[config.mk]
export PLATFORM = sky130hd
export DESIGN_NAME = mtst_match_mem
export DESIGN_NICKNAME = d
export VERILOG_FILES = /design/src/design/mtst_pkg.sv /design/src/design/mtst_match_mem.sv
export SDC_FILE = /design/constraint.sdc
export NUM_CORES = 2
export LEC_CHECK = 0
export ABC_CLOCK_PERIOD_IN_PS = 4600
export BUFFER_PORTS_ARGS = -buffer_cell sky130_fd_sc_hd__buf_2
export CORE_UTILIZATION = 50
export CTS_CLUSTER_SIZE = 10
export DETAILED_ROUTE_END_ITERATION = 8
export GPL_TIMING_DRIVEN = 1
export MAX_ROUTING_LAYER = met4
export PLACE_DENSITY = 0.69
export SLEW_MARGIN = 30
export SYNTH_ARGS = -nofsm -noshare
export SYNTH_HDL_FRONTEND = slang
export SYNTH_SLANG_ARGS = --single-unit
[constraint.sdc]
create_clock -name aclk -period 4.6 [get_ports aclk]
set_input_delay 0.46 -clock aclk [delete_from_list [all_inputs] [get_ports aclk]]
set_output_delay 0.46 -clock aclk [all_outputs]
set_load 0.01 [all_outputs]
[src/design/mtst_pkg.sv]
package mtst_pkg;

    localparam int MAX_STRINGS = 128;
    localparam int MAX_LEN     = 4096;
    localparam int MAX_QUERY   = 4096;
    localparam int UNDO_DEPTH  = 65536;

    localparam int IDX_W   = $clog2(MAX_STRINGS);
    localparam int POS_W   = $clog2(MAX_LEN);
    localparam int PTR_W   = POS_W + 1;
    localparam int TADDR_W = IDX_W + POS_W;
    localparam int LOG_AW  = $clog2(UNDO_DEPTH);
    localparam int UTOP_W  = LOG_AW + 1;
    localparam int MARK_AW = $clog2(MAX_QUERY);
    localparam int MTOP_W  = MARK_AW + 1;
    localparam int LET_W   = 5;
    localparam int CNT_W   = 8;
    localparam int OP_W    = 2;
    localparam int STAT_W  = 2;

    typedef enum logic [OP_W-1:0] {
        OP_LOAD   = 2'd0,
        OP_START  = 2'd1,
        OP_APPEND = 2'd2,
        OP_BKSP   = 2'd3
    } op_t;

    typedef enum logic [STAT_W-1:0] {
        ST_OK    = 2'd0,
        ST_EMPTY = 2'd1,
        ST_FULL  = 2'd2
    } status_t;

    // write into the match state memory
    typedef struct packed {
        logic             en;
        logic [IDX_W-1:0] idx;
        logic [PTR_W-1:0] ptr;
        logic             alive;
    } match_wr_t;

endpackage

[src/design/mtst_match_mem.sv]
module mtst_match_mem
    import mtst_pkg::*;
(
    input  logic             aclk,
    input  logic             aresetn,
    input  logic             start,
    input  logic [CNT_W-1:0] start_n,
    input  logic             rd_en,
    input  logic [IDX_W-1:0] rd_idx,
    input  match_wr_t        wr,
    output logic [PTR_W-1:0] rd_ptr,
    output logic             rd_alive
);

    logic [PTR_W:0] state_mem [MAX_STRINGS];
    logic [PTR_W:0] q_reg;
    logic [MAX_STRINGS-1:0] valid_reg;
    logic [CNT_W-1:0] start_n_reg;
    logic q_valid_reg;
    logic q_in_set_reg;

    always_ff @(posedge aclk) begin
        if (wr.en) begin
            state_mem[wr.idx] <= {wr.ptr, wr.alive};
        end
        if (rd_en) begin
            q_reg <= state_mem[rd_idx];
        end
    end

    // a start clears every entry at once: an invalid entry is alive
    // with pointer zero when its text takes part, else dead
    always_ff @(posedge aclk) begin
        if (!aresetn) begin
            valid_reg    <= '0;
            start_n_reg  <= '0;
            q_valid_reg  <= 1'b0;
            q_in_set_reg <= 1'b0;
        end else begin
            if (start) begin
                valid_reg   <= '0;
                start_n_reg <= start_n;
            end else if (wr.en) begin
                valid_reg[wr.idx] <= 1'b1;
            end
            if (rd_en) begin
                q_valid_reg  <= valid_reg[rd_idx];
                q_in_set_reg <= {1'b0, rd_idx} < start_n_reg;
            end
        end
    end

    assign rd_ptr   = q_valid_reg ? q_reg[PTR_W:1] : '0;
    assign rd_alive = q_valid_reg ? q_reg[0] : q_in_set_reg;

endmodule

==> impl_metrics.toml <==
[worst_setup_path]
crit_fanout = 15
rrSetupSlack_ps = 2030
reg2regPathDepth = 4
end_kind = "output pin"
cp-start-kind = "flop"
crit_type = "reg -> out"
cp.required_ps = 4140
arrival_ps = 2630

[place]
place.gp.congestion = 0.8791
placedInstanceArea_um2 = 78020
hpwl_um = 105900
portBuffers = 54
pre_cts_slack_ps = 937.2

[logic_synthesis]
yosys_most_used_dff = "edfxtp_1"
async_flop_share_pct = 0
synthesis.area_um2 = 74160
synthCells = 3211
synth-xor-area-share_pct = 0
synth_nets = 3258
synth_top_family_by_area = "multiplexers"
avgSynthCellArea_um2 = 23.10
ys_types = 46
ys_seq_area_share_pct = 76.85
yosys.area_share.simple_pct = 1.414
synth_edf_count = 1806
synth.area.mux_share_pct = 18.17
synth-compound-area-share_pct = 2.244
synthAdderAreaFrac_pct = 0.1012
ys_seq_elements = 1944
ys.warnings.count = 0

[sta]
finalMaxSlewViolations = 0
fin_setup_tns_ps = 0
clock_skew_ps = 26.17
finalHoldWorstSlack_ps = 170.6
layout_setup_ws_ps = 1513
min_period_over_period_pct = 67.11
worstMarginPinSlew_ps = 1059
finalSetupViolCount = 0
finalHoldViolCount = 0
maxSlewHeadroom_pct = 29.30
period_needed_ps = 3087
grt_setup_unrepaired = "false"
fmax_mhz = 323.9

[route]
routed_wl_um = 178200
avgRoutedWirePerCell_um = 31.98
drt_iter0_drc = 4761
drt-pass1-iter-count = 6
post-route-drc-count = 0
postRouteAntennaNets = 0
post_drt_via_cell_ratio = 6.402
vias = 35667

[global_route]
grt_pass1_vias = 35968
grtUsageMet2_pct = 36.52
grtUsageMet1_pct = 34.91
grt_pass1_wl_um = 258100
grt_usage_pct = 24.85
use_met3_pct = 5.212
overflow = 0
top_usage_layer = "met2"
grt_max_degree = 82
antenna_found_initial = 14

[layout]
multi_input_area_um2 = 16320
layout_common_cells = "1806 x edfxtp_1, 578 x mux4_2, 216 x clkbuf_16, 216 x buf_4, 138 x dfxtp_1"
area_growth_pct = 13.55
utilization_pct = 57.50
final_layout_size_suffix_gt1_share_pct = 30.27
final_area_um2 = 84210
final_common_cell = "edfxtp_1"
nFillCells = 10339
seq_area_um2 = 56990
largest_register_ffs = 1792
final_nets = 3592

[clock_tree]
cts.sinks = 1944
h-tree-depth = 4
clockBufferDepth = 3
cts_setup_buffers = 0
worstSkewPairLatency_ps = 850
clkTransAtPathRegs_ps = 60
cts_resized = 0
cts_tree = "done"
numCtsBuffers = 213
cts-root-buf = "clkbuf_16"
postCtsHoldBufs = 17

[min_path]
holdCritPathClass = "in -> reg"
holdPathStages = 1

[power]
max-vdd-ir-drop_mv = 0.3608
p_leak_uw = 0.02657
p_per_area_nw_per_um2 = 429.9

[floorplanning]
die_area_um2 = 149900
rows = 140
io_pins = 55
die_h_um = 387.1
coreArea_um2 = 146400
chipWidth_um = 387.1
start_util_pct = 50.64

[run]
cap_violations = 0

[run_status]
status = "complete, no violations"
## critical path, stage by stage (launching register included)
cell and delay, ps:
dfxtp_1 1020, and2_1 550, buf_2 230
## synthesized netlist by cell type, drive strengths merged, types with 9 or more instances
cell type	n	area (um^2)
nor2b	15	93.84
inv	9	33.78
and2	15	93.84
nand3	12	60.06
mux4	579	13040
nor2	135	506.7
buf	83	516.7
a22oi	60	450.4
dfxtp	138	2763
o21a	128	960.9
edfxtp	1806	54230
mux2i	42	420.4
o211ai	14	105.1
nand2	13	48.80
nand4	16	100.1
clkbuf	92	345.3
## final timing paths
check / end / from
min: state_mem[126][8] / wr[8]
min reg2reg: valid_reg[40] / valid_reg[40]
max reg2reg: q_reg[1] / state_mem[19][1]
max: rd_ptr[10] / q_valid_reg
## power breakdown
part	total, uW	internal (uW)	switching, uW
sequential	19400	19400	35.2
clock	15100	8590	6470
combinational	1700	676	1030
## stage by stage
step                      power (uW)  cells
after floorplan                20730   3211
after global placement         21470   5230
after detailed placement       21500   5230
after CTS                      36400   5561
after global routing           37140   5568
final                          36200   5571
## per-layer routing
metal | vias up | routed length, um
li1 | 14324 | -
met3 | 286 | 17220
met4 | 0 | 5870
met1 | 19184 | 71180
met5 | - | 0
met2 | 1873 | 83900
## kinds of logic after synthesis
logic type	count (synthesis)
flops	1944
mux	622
simple gates	229
compound gates	224
buf+inv	186
fa+ha+maj	6
## cell type report
type                    instances  area share (%)
flip-flops and latches       1944           67.68
diodes                         10         0.02972
multi-input cells            1081           19.38
clock buffers                 299           6.801
well taps                    1917           2.848
clock inverters                15          0.3016
inverters                      11         0.05052
repair buffers                294           2.903
No activity file was read; power rests on OpenSTA's default activity.
